## src/rtl/plst_pkg.sv

```systemverilog
`default_nettype none

package plst_pkg;

  // Default list depth
  localparam int unsigned CAPACITY_DEF = 64;

  // Fixed field widths
  localparam int unsigned REQ_W   = 3;
  localparam int unsigned COLOR_W = 4;
  localparam int unsigned POS_W   = 6;
  localparam int unsigned DROP_W  = 7;
  localparam int unsigned STAT_W  = 3;
  localparam int unsigned LEN_W   = 7;

  // Packed stream widths, rounded up to whole bytes
  localparam int unsigned IN_BITS  = REQ_W + COLOR_W + POS_W + DROP_W;
  localparam int unsigned IN_W     = ((IN_BITS + 7) / 8) * 8;
  localparam int unsigned OUT_BITS = STAT_W + COLOR_W + LEN_W;
  localparam int unsigned OUT_W    = ((OUT_BITS + 7) / 8) * 8;

  typedef enum logic [REQ_W-1:0] {
    REQ_PUSH_FRONT   = 3'd0,
    REQ_APPEND       = 3'd1,
    REQ_INSERT_AFTER = 3'd2,
    REQ_POP_FRONT    = 3'd3,
    REQ_POP_AT       = 3'd4,
    REQ_LENGTH       = 3'd5,
    REQ_DROP_LAST    = 3'd6
  } plst_req_e;

  typedef enum logic [STAT_W-1:0] {
    ST_OK    = 3'd0,
    ST_EMPTY = 3'd1,
    ST_RANGE = 3'd2,
    ST_FULL  = 3'd3,
    ST_COUNT = 3'd4
  } plst_status_e;

  // What every cell does at a clock edge
  typedef enum logic [1:0] {
    SHIFT_HOLD   = 2'd0,
    SHIFT_INSERT = 2'd1,
    SHIFT_REMOVE = 2'd2
  } plst_shift_e;

  typedef struct packed {
    plst_shift_e        op;
    logic [COLOR_W-1:0] color;
  } plst_cell_ctl_t;

endpackage

`default_nettype wire

```

## src/rtl/plst_cell.sv

```systemverilog
`default_nettype none

module plst_cell #(
  parameter int unsigned IDX_W    = 6,
  parameter int unsigned CELL_IDX = 0
) (
  input  wire                           clk_i,
  input  wire plst_pkg::plst_cell_ctl_t ctl_i,
  input  wire [IDX_W-1:0]               sel_idx_i,
  input  wire [plst_pkg::COLOR_W-1:0]   left_i,
  input  wire [plst_pkg::COLOR_W-1:0]   right_i,
  output logic [plst_pkg::COLOR_W-1:0]  val_o
);

  localparam logic [IDX_W-1:0] MyIdx = IDX_W'(CELL_IDX);

  logic [plst_pkg::COLOR_W-1:0] val_d, val_q;

  // Pick the new entry: take from a neighbor, load the new colour, or hold
  always_comb begin
    val_d = val_q;
    case (ctl_i.op)
      plst_pkg::SHIFT_INSERT: begin
        if (MyIdx > sel_idx_i) val_d = left_i;
        else if (MyIdx == sel_idx_i) val_d = ctl_i.color;
      end
      plst_pkg::SHIFT_REMOVE: begin
        if (MyIdx >= sel_idx_i) val_d = right_i;
      end
      default: val_d = val_q;
    endcase
  end

  // Payload only, no reset
  always_ff @(posedge clk_i) begin
    val_q <= val_d;
  end

  assign val_o = val_q;

endmodule

`default_nettype wire

```

## src/rtl/positional_list_store.sv

```systemverilog
`default_nettype none

// Channel   Dir  Fields (tdata, low bit first)
// s_axis    in   req_type[2:0] color_in[6:3] position[12:7] drop_count[19:13]
// m_axis    out  status[2:0] color_out[6:3] length_out[13:7]
//
// Barring the m_axis stall below, one request is taken per cycle; its result
// is registered and shows in the next cycle. Every cell of the row shifts,
// loads or holds as the request is taken, so the cells and the entry count
// are all the state carried between requests. Reset clears the count and the
// output valid; cell contents stay undefined. While a result waits on m_axis,
// a new request is taken only in the cycle the waiting result is taken.

module positional_list_store #(
  parameter int unsigned CAPACITY = plst_pkg::CAPACITY_DEF
) (
  input  wire                        clk_i,
  input  wire                        rst_ni,
  input  wire                        s_axis_tvalid_i,
  output logic                       s_axis_tready_o,
  // req_type, color_in, position, drop_count, zero pad
  input  wire [plst_pkg::IN_W-1:0]   s_axis_tdata_i,
  output logic                       m_axis_tvalid_o,
  input  wire                        m_axis_tready_i,
  // status, color_out, length_out, zero pad
  output logic [plst_pkg::OUT_W-1:0] m_axis_tdata_o
);

  localparam int unsigned CW   = $clog2(CAPACITY + 1);
  localparam int unsigned IW   = $clog2(CAPACITY);
  localparam int unsigned CMPW = (CW > plst_pkg::DROP_W) ? CW : plst_pkg::DROP_W;
  localparam logic [CW-1:0] CapVal = CW'(CAPACITY);

  // Unpack the request
  plst_pkg::plst_req_e             req;
  logic [plst_pkg::COLOR_W-1:0]    color_in;
  logic [plst_pkg::POS_W-1:0]      position;
  logic [plst_pkg::DROP_W-1:0]     drop_count;

  assign req        = plst_pkg::plst_req_e'(s_axis_tdata_i[2:0]);
  assign color_in   = s_axis_tdata_i[6:3];
  assign position   = s_axis_tdata_i[12:7];
  assign drop_count = s_axis_tdata_i[19:13];

  logic in_acc;
  logic out_valid_q;
  assign s_axis_tready_o = !out_valid_q || m_axis_tready_i;
  assign in_acc          = s_axis_tvalid_i && s_axis_tready_o;

  logic [CW-1:0] count_d, count_q;
  logic [CMPW-1:0] count_x, pos_x, drop_x;
  logic full, empty, pos_bad;

  assign count_x = CMPW'(count_q);
  assign pos_x   = CMPW'(position);
  assign drop_x  = CMPW'(drop_count);
  assign full    = (count_q >= CapVal);
  assign empty   = (count_q == '0);
  assign pos_bad = (pos_x >= count_x);

  // Cell row wiring
  logic [plst_pkg::COLOR_W-1:0] cell_val [CAPACITY];
  plst_pkg::plst_cell_ctl_t     ctl;
  logic [IW-1:0]                sel_idx;
  plst_pkg::plst_status_e       status;
  logic [plst_pkg::COLOR_W-1:0] removed;
  logic                         do_op;

  // Decode the request into status, new count and the row command
  always_comb begin
    status    = plst_pkg::ST_OK;
    removed   = '0;
    count_d   = count_q;
    do_op     = 1'b0;
    ctl.op    = plst_pkg::SHIFT_HOLD;
    ctl.color = color_in;
    sel_idx   = '0;
    case (req)
      plst_pkg::REQ_PUSH_FRONT: begin
        if (full) status = plst_pkg::ST_FULL;
        else begin
          do_op   = 1'b1;
          ctl.op  = plst_pkg::SHIFT_INSERT;
          count_d = count_q + 1'b1;
        end
      end
      plst_pkg::REQ_APPEND: begin
        if (full) status = plst_pkg::ST_FULL;
        else begin
          do_op   = 1'b1;
          ctl.op  = plst_pkg::SHIFT_INSERT;
          sel_idx = IW'(count_q);
          count_d = count_q + 1'b1;
        end
      end
      plst_pkg::REQ_INSERT_AFTER: begin
        if (full) status = plst_pkg::ST_FULL;
        else if (pos_bad) status = plst_pkg::ST_RANGE;
        else begin
          do_op   = 1'b1;
          ctl.op  = plst_pkg::SHIFT_INSERT;
          sel_idx = IW'(pos_x + 1'b1);
          count_d = count_q + 1'b1;
        end
      end
      plst_pkg::REQ_POP_FRONT: begin
        if (empty) status = plst_pkg::ST_EMPTY;
        else begin
          do_op   = 1'b1;
          ctl.op  = plst_pkg::SHIFT_REMOVE;
          removed = cell_val[0];
          count_d = count_q - 1'b1;
        end
      end
      plst_pkg::REQ_POP_AT: begin
        if (empty) status = plst_pkg::ST_EMPTY;
        else if (pos_bad) status = plst_pkg::ST_RANGE;
        else begin
          do_op   = 1'b1;
          ctl.op  = plst_pkg::SHIFT_REMOVE;
          sel_idx = IW'(pos_x);
          removed = cell_val[IW'(pos_x)];
          count_d = count_q - 1'b1;
        end
      end
      plst_pkg::REQ_DROP_LAST: begin
        if (drop_x > count_x) status = plst_pkg::ST_COUNT;
        else count_d = CW'(count_x - drop_x);
      end
      default: status = plst_pkg::ST_OK;
    endcase
    // Only an accepted request may move the row
    if (!in_acc) begin
      ctl.op  = plst_pkg::SHIFT_HOLD;
      do_op   = 1'b0;
    end
  end

  // Row of cells; each takes from its left or right neighbor
  for (genvar gi = 0; gi < CAPACITY; gi++) begin : g_cell
    logic [plst_pkg::COLOR_W-1:0] left_v, right_v;
    if (gi == 0) begin : g_first
      assign left_v = color_in;
    end else begin : g_mid_l
      assign left_v = cell_val[gi-1];
    end
    if (gi == CAPACITY - 1) begin : g_last
      assign right_v = '0;
    end else begin : g_mid_r
      assign right_v = cell_val[gi+1];
    end
    plst_cell #(
      .IDX_W    (IW),
      .CELL_IDX (gi)
    ) u_cell (
      .clk_i     (clk_i),
      .ctl_i     (ctl),
      .sel_idx_i (sel_idx),
      .left_i    (left_v),
      .right_i   (right_v),
      .val_o     (cell_val[gi])
    );
  end

  // Hold the entry count
  always_ff @(posedge clk_i or negedge rst_ni) begin
    if (!rst_ni) begin
      count_q <= '0;
    end else if (in_acc) begin
      count_q <= count_d;
    end
  end

  // Result register
  logic [plst_pkg::STAT_W-1:0]  res_status_q;
  logic [plst_pkg::COLOR_W-1:0] res_color_q;
  logic [plst_pkg::LEN_W-1:0]   res_len_q;
  logic [CMPW-1:0]              len_x;
  assign len_x = CMPW'(count_d);

  always_ff @(posedge clk_i or negedge rst_ni) begin
    if (!rst_ni) begin
      out_valid_q <= 1'b0;
    end else if (in_acc) begin
      out_valid_q <= 1'b1;
    end else if (m_axis_tready_i) begin
      out_valid_q <= 1'b0;
    end
  end

  always_ff @(posedge clk_i) begin
    if (in_acc) begin
      res_status_q <= status;
      res_color_q  <= removed;
      res_len_q    <= len_x[plst_pkg::LEN_W-1:0];
    end
  end

  assign m_axis_tvalid_o = out_valid_q;
  assign m_axis_tdata_o  = {{(plst_pkg::OUT_W - plst_pkg::OUT_BITS){1'b0}},
                            res_len_q, res_color_q, res_status_q};

  // Checks
  a_count_bound: assert property (@(posedge clk_i) disable iff (!rst_ni)
    count_q <= CapVal)
    else $error("entry count above capacity");

  a_append_grows: assert property (@(posedge clk_i) disable iff (!rst_ni)
    (in_acc && req == plst_pkg::REQ_APPEND && !full) |=> count_q == $past(count_q) + 1'b1)
    else $error("append did not grow the list");

  a_fail_no_color: assert property (@(posedge clk_i) disable iff (!rst_ni)
    (m_axis_tvalid_o && res_status_q != plst_pkg::ST_OK) |-> res_color_q == '0)
    else $error("failed request returned a colour");

  a_fail_no_move: assert property (@(posedge clk_i) disable iff (!rst_ni)
    (in_acc && status != plst_pkg::ST_OK) |-> (!do_op && count_d == count_q))
    else $error("refused request changed the list");

  a_accept_result: assert property (@(posedge clk_i) disable iff (!rst_ni)
    in_acc |=> m_axis_tvalid_o)
    else $error("request produced no result");

endmodule

`default_nettype wire

```

## config.mk

```make
export PLATFORM = sky130hd
export DESIGN_NAME = positional_list_store
export DESIGN_NICKNAME = d
export VERILOG_FILES = /design/src/rtl/plst_pkg.sv /design/src/rtl/plst_cell.sv /design/src/rtl/positional_list_store.sv
export SDC_FILE = /design/constraint.sdc
export NUM_CORES = 1
export LEC_CHECK = 0
export CORE_ASPECT_RATIO = 1.4
export CORE_UTILIZATION = 30
export CTS_CLUSTER_SIZE = 30
export DETAILED_ROUTE_END_ITERATION = 8
export DONT_BUFFER_PORTS = 1
export GPL_TIMING_DRIVEN = 0
export MAX_ROUTING_LAYER = met4
export PLACE_DENSITY = 0.54
export SLEW_MARGIN = 15
export SYNTH_ARGS = -nofsm -noshare
export SYNTH_HDL_FRONTEND = slang
export SYNTH_SLANG_ARGS = --single-unit
```

## constraint.sdc

```tcl
create_clock -name clk_i -period 4.1 [get_ports clk_i]
set_input_delay 0.82 -clock clk_i [delete_from_list [all_inputs] [get_ports clk_i]]
set_output_delay 0.82 -clock clk_i [all_outputs]
set_load 0.02 [all_outputs]
```

=== Word-level counts from Yosys, hierarchy flattened ===
Index checks and enable logic that the tools add are counted.

* Magnitude comparators: 132
* Multiplexer cells: 294
* $add $sub $neg: 4
* Equal/unequal tests: 198
* Reductions and logical operators: 73
* Bitwise logic cells: 1

{| class="wikitable"
|+ Operators by type and width
! kind !! number
|-
| $mux W4 || 197
|-
| $pmux W4 S2 || 65
|-
| $eq A6 B6 Y1 const A || 32
|-
| $ge A6 B6 Y1 const A || 32
|-
| $gt A6 B6 Y1 const A || 32
|-
| $ne A3 B1 Y1 const B || 64
|-
| $reduce_and A3 Y1 || 64
|-
| $ne A2 B1 Y1 const B || 64
|-
| $eq A5 B6 Y1 const A || 16
|-
| $ge A5 B6 Y1 const A || 16
|-
| $gt A5 B6 Y1 const A || 16
|-
| $mux W7 || 7
|-
| $eq A4 B6 Y1 const A || 8
|-
| $ge A4 B6 Y1 const A || 8
|-
| $gt A4 B6 Y1 const A || 8
|-
| $pmux W7 S5 || 1
|-
| $mux W6 || 5
|-
| $bmux W4 S6 || 1
|-
| $eq A3 B6 Y1 const A || 4
|-
| $ge A3 B6 Y1 const A || 4
|-
| $gt A3 B6 Y1 const A || 4
|-
| $pmux W6 S3 || 1
|-
| $pmux W3 S5 || 1
|-
| $ge A7 B7 Y1 const B || 2
|-
| other kinds (30) || 50
|}

* Bits in registers: 278
* Input port bits: 28
* Logic and storage cells: 771
* Output and inout port bits: 18

=== Longest topological paths before layout ===
* Depth after elaboration: 8
* Mapped depth: 19
* Mapped depth without buffers: 13

=== Worst setup path before layout ===
Ideal clock, no wire load.

* Path kind: input to register
* Start point: input s_axis_tdata_i[7] in the netlist's numbering
* End point: register g_cell[16].u_cell.val_q (netlist bit g_cell[16].u_cell.val_o[0]) (enable)
* Stages: 17
* Required time: 3739 ps
* Arrival: 5081 ps
* Buffers on the path: 5
* Slack: -1343 ps
* Library setup time: 361 ps
* Path through: clkbuf_1 -> clkbuf_1 -> buf_2 -> inv_1 -> ha_1 -> nand2b_1 -> a211o_1 -> a211oi_1 -> o21a_1 -> and3_1 -> inv_1 -> ha_1 -> clkbuf_1 -> clkbuf_1 -> nor2_1 -> a21oi_1 -> nor3_1

* Cells in the longest elaborated chain, start to end: 8
* Elaborated cells on any way between the ends: 22
* Classes of those cells: 1 x add/sub; 3 x order compare; 5 x eq/ne; 11 x mux; 2 x reduce/logical

{| class="wikitable"
|+ RTL lines
! what !! line !! text
|-
| start, declared || positional_list_store.sv:22 || <nowiki>input wire [plst_pkg::IN_W-1:0] s_axis_tdata_i,</nowiki>
|-
| branches (longest 7 deep; another with $add A6 B1 Y6) || -- ||
|-
| $reduce_and A3 Y1 (no source line) (*) || -- ||
|-
| end signal, assigned || plst_cell.sv:36 || <nowiki>val_q <= val_d;</nowiki>
|-
| end, declared || plst_cell.sv:17 || <nowiki>logic [plst_pkg::COLOR_W-1:0] val_d, val_q;</nowiki>
|}

Every way passes the cells marked *.
A chain may end at the register's enable or synchronous reset.

=== Worst setup path after layout ===
* Start point: input s_axis_tdata_i[7] in the netlist's numbering
* End point: register g_cell[57].u_cell.val_q (netlist bit g_cell[57].u_cell.val_o[3]), data pin

* Cells in the longest elaborated chain, start to end: 7
* Elaborated cells on any way between the ends: 18
* Classes of those cells: 1 x add/sub; 2 x order compare; 2 x eq/ne; 13 x mux

{| class="wikitable"
|+ RTL lines
! what !! line !! text
|-
| $add A6 B1 Y6 or $ge A6 B7 Y1 (tied branches) || positional_list_store.sv:102, positional_list_store.sv:59 ||
|-
| $mux W6, or another cell as far along || positional_list_store.sv:98 || <nowiki>else if (pos_bad) status = plst_pkg::ST_RANGE;</nowiki>
|-
| $mux W6, or another cell as far along || positional_list_store.sv:97 || <nowiki>if (full) status = plst_pkg::ST_FULL;</nowiki>
|-
| $pmux W6 S3 or $pmux W2 S4 (tied branches) || positional_list_store.sv:78 || <nowiki>case (req)</nowiki>
|-
| $gt A6 B6 Y1 or $mux W2 (tied branches) || plst_cell.sv:24, positional_list_store.sv:133 ||
|-
| $mux W4, or another cell as far along || plst_cell.sv:24 || <nowiki>if (MyIdx > sel_idx_i) val_d = left_i;</nowiki>
|-
| $pmux W4 S2 (*) || plst_cell.sv:22 || <nowiki>case (ctl_i.op)</nowiki>
|-
| net g_cell[57].u_cell.val_d (one bit) || plst_cell.sv:17 ||
|-
| end signal, assigned || plst_cell.sv:36 ||
|-
| end, declared || plst_cell.sv:17 ||
|}

The timed path passes the listed nets; every way through them passes the cells marked *.

==> flow_summary.ini <==
[sta]
worst_slew_pin_slew_ps = 1230
fin_crit_sh = 0.991
rsz0062_at_grt = yes
period_minus_slack_ps = 4070
setup_viol = 0
tns_ps = 0
finalHoldViolCount = 0
finClkSkew_ps = 20.8
slew_headroom = 0.183
slew_violations = 0
fmax_mhz = 246
fin_ws_ps = 34.9

[yosys]
syn_avg_cell_area_um2 = 10.7
synth-edff-count = 270
yosysWarningCount = 0
yosysSeqAreaShare = 0.440
yosys_most_used_dff = edfxtp_1
mappedNetlistArea_um2 = 18900
ys_ff_latch = 278
synth.distinct_cells = 86
async_flop_share = 0.0288
synthCells = 1757

[clock_tree]
cts.sink_count = 278
cts.path.max_buffers = 3
cts_tree = done
htreeDepth = 1
cts-root-buf = clkbuf_16
numCtsBuffers = 31
cts.clk_slew.worst_paths_ps = 60
clk_latency_ps = 610

[pwr]
p_leak_nw = 7.66
power_density_nw_per_um2 = 415
peakVddDrop_mv = 0.330

[floorplanning]
ios = 46
chipHeight_um = 299
core-area_um2 = 62000
rows = 108
die-area_um2 = 63900
start_util = 0.304
dieWidth_um = 214

[run]
maxCapViolCount = 0

[worst_setup_path]
r2r-end = g_cell[20].u_cell.val_o[3]
slowest_delay_ps = 380
cp-end-kind = flop
required_ps = 4440
reg2reg_from = count_q[4]
crit_type = primary input to flop
crit_slowest_cell = a211o_4
startpoint_type = primary input
crit_buf_inv = 8
cp_cell_sequence = clkbuf_16 > clkbuf_16 > buf_8 > inv_1 > ha_1 > nand2b_4 > a211o_4 > a211oi_4 > o21a_1 > clkbuf_4 > nand3_1 > inv_1 > ha_4 > nor2b_1 > buf_1 > clkbuf_2 > a221o_1
cp_max_fo = 10
rr_worst_depth = 15
crit_arrival_ps = 4410
r2r_slack_ps = 110
crit_family = buffers and inverters

[layout]
drive_gt1_frac = 0.226
fin_cells = 2669
fill_cells = 6186
syn2layout_area_growth_pct = 18.9
fin_nets = 1869

[grt]
grt_antenna_before_repair = 3
grt_first_pass_wirelength_um = 134000
grt_pass1_vias = 17300
grt_max_degree = 24
track_usage = 0.307
globalRouteOverflowTotal = 0

[drt]
viasPerCell = 6.57
dr.first_iter.drc_count = 2021
drc = 0
wl_per_cell_um = 36.3
dr.pass1.iters = 6
routed_wl_um = 97000
vias = 17500
ant_nets = 0

[min_path]
hp-class = primary input to flop
min_to = m_axis_tvalid_o
whs_path_depth = 1
hp-start = s_axis_tvalid_i

[placed_design]
routabilityCongestion = 1.05
port_buffers = 0
hpwl_um = 72300
dp_cells = 2583
dp_slack_ps = -1700

[run_status]
status = finished, final reports clean
final cells by class:
cell class | count | area (um2) | share of cell area
antenna | 1 | 2.50 | 0.000112
buffer | 168 | 1290 | 0.0575
clock buffer | 38 | 802 | 0.0358
clock inverter | 17 | 188 | 0.00837
inverter | 47 | 179 | 0.00798
multi-input combinational | 1262 | 10300 | 0.458
sequential | 278 | 8310 | 0.371
tap | 825 | 1030 | 0.0460
timing repair buffer | 33 | 350 | 0.0156
state kept, by name (all words and copies together) (netlist names):
register             flops
count_q                  7
res_len_q                7
res_status_q             3
m_axis_tvalid_o          1
res_color_q              4
g_cell.u_cell.val_o    256
through the flow:
step	total power, W	area [um2]	hold slack (ps)	util
2_1_floorplan	0.00528	19300	524	-
3_3_place_gp	0.00616	20300	525	0.328
3_5_place_dp	0.00618	20400	525	0.328
4_1_cts	0.00919	22300	333	0.359
5_1_grt	0.00955	22400	335	0.362
6_report	0.00931	22400	337	0.362
synth_stat cells, types with 26 or more instances:
cell type / instances / share of area
nor3b_1: 96 / 0.038
clkbuf_1: 123 / 0.024
nor3_1: 26 / 0.0069
mux4_2: 32 / 0.038
o21ai_0: 162 / 0.043
nand2_1: 160 / 0.032
mux2i_1: 157 / 0.083
a21oi_1: 84 / 0.022
inv_1: 46 / 0.0092
mux2_2: 29 / 0.017
nor2_1: 48 / 0.0095
a221o_1: 117 / 0.062
buf_2: 26 / 0.0069
edfxtp_1: 270 / 0.43
nand3_1: 48 / 0.013
worst reg2reg max path: stages (launching register included):
cell	delay [ps]
dfrtp_1	480
inv_1	210
ha_1	340
and4b_1	230
o21a_2	260
a211oi_4	100
o21a_1	200
clkbuf_4	190
nand3_1	120
inv_1	80
ha_4	220
nor2b_1	130
buf_1	520
clkbuf_4	470
o21ai_0	170
o311ai_0	110
layout by cell type, fill, tap and decap left out, drive strengths merged, types with 7 or more instances in the layout:
cell type | netlist | layout
or2 | 7 | 7
o311ai | 16 | 16
dfrtp | 8 | 8
mux4 | 32 | 32
a221o | 117 | 117
nand2b | 11 | 11
inv | 47 | 48
o21ai | 179 | 179
a31oi | 12 | 12
nor4 | 9 | 9
nand2 | 161 | 161
mux2i | 157 | 157
nor2 | 51 | 51
edfxtp | 270 | 270
o31a | 8 | 8
clkinv | 0 | 11
nor3 | 31 | 31
a22oi | 17 | 17
nor3b | 96 | 96
o211ai | 15 | 15
a21oi | 95 | 95
ha | 19 | 19
clkbuf | 123 | 158
nand3 | 48 | 48
nor2b | 11 | 11
nor4b | 17 | 17
a221oi | 19 | 19
and2 | 7 | 7
o22ai | 11 | 11
nand4 | 13 | 13
buf | 48 | 80
mux2 | 29 | 29
power by group:
group / switching, W / internal [W]
Clock: 0.00127 / 0.00163
Sequential: 0.000241 / 0.00342
Combinational: 0.00179 / 0.000962
cells by family after synthesis:
logic type,synth area share
adders and majority gates,0.0137
xor gates and xnor gates,0.00232
other,0.000199
muxes,0.139
DFF,0.440
AOI/OAI and AO/OA,0.213
buffers and inverters,0.0493
and+or+nand+nor,0.142
repair_timing:
action	CTS	global route
endpoints found under the setup margin	508	508
hold buffers	1	0
pin swaps	15	4
buffers inserted	25	7
endpoints found under the hold margin	8	0
resized for setup	167	34
routing by layer:
metal,part of all wire,track usage,wire (um),up-vias
li1,-,-,-,7089
met1,0.35,0.330,33900,8886
met2,0.46,0.488,44900,1179
met3,0.083,0.0550,8030,389
met4,0.10,0.266,10100,0
met5,0,-,0,-
how the worst max path moves through the flow:
stage | start | end | slack [ps] | cells past startpoint
finish | s_axis_tdata_i[7] | g_cell[57].u_cell.val_o[3] | 30 | 17
detailed placement | s_axis_tdata_i[7] | g_cell[18].u_cell.val_o[3] | -1700 | 17
global placement | s_axis_tdata_i[7] | g_cell[18].u_cell.val_o[3] | -1830 | 17
floorplan | s_axis_tdata_i[7] | g_cell[34].u_cell.val_o[0] | 3 | 17
CTS | s_axis_tdata_i[7] | g_cell[18].u_cell.val_o[2] | -30 | 17
global route | s_axis_tdata_i[7] | g_cell[38].u_cell.val_o[0] | -6 | 15
Note: power is estimated with default switching activity, not from simulation.
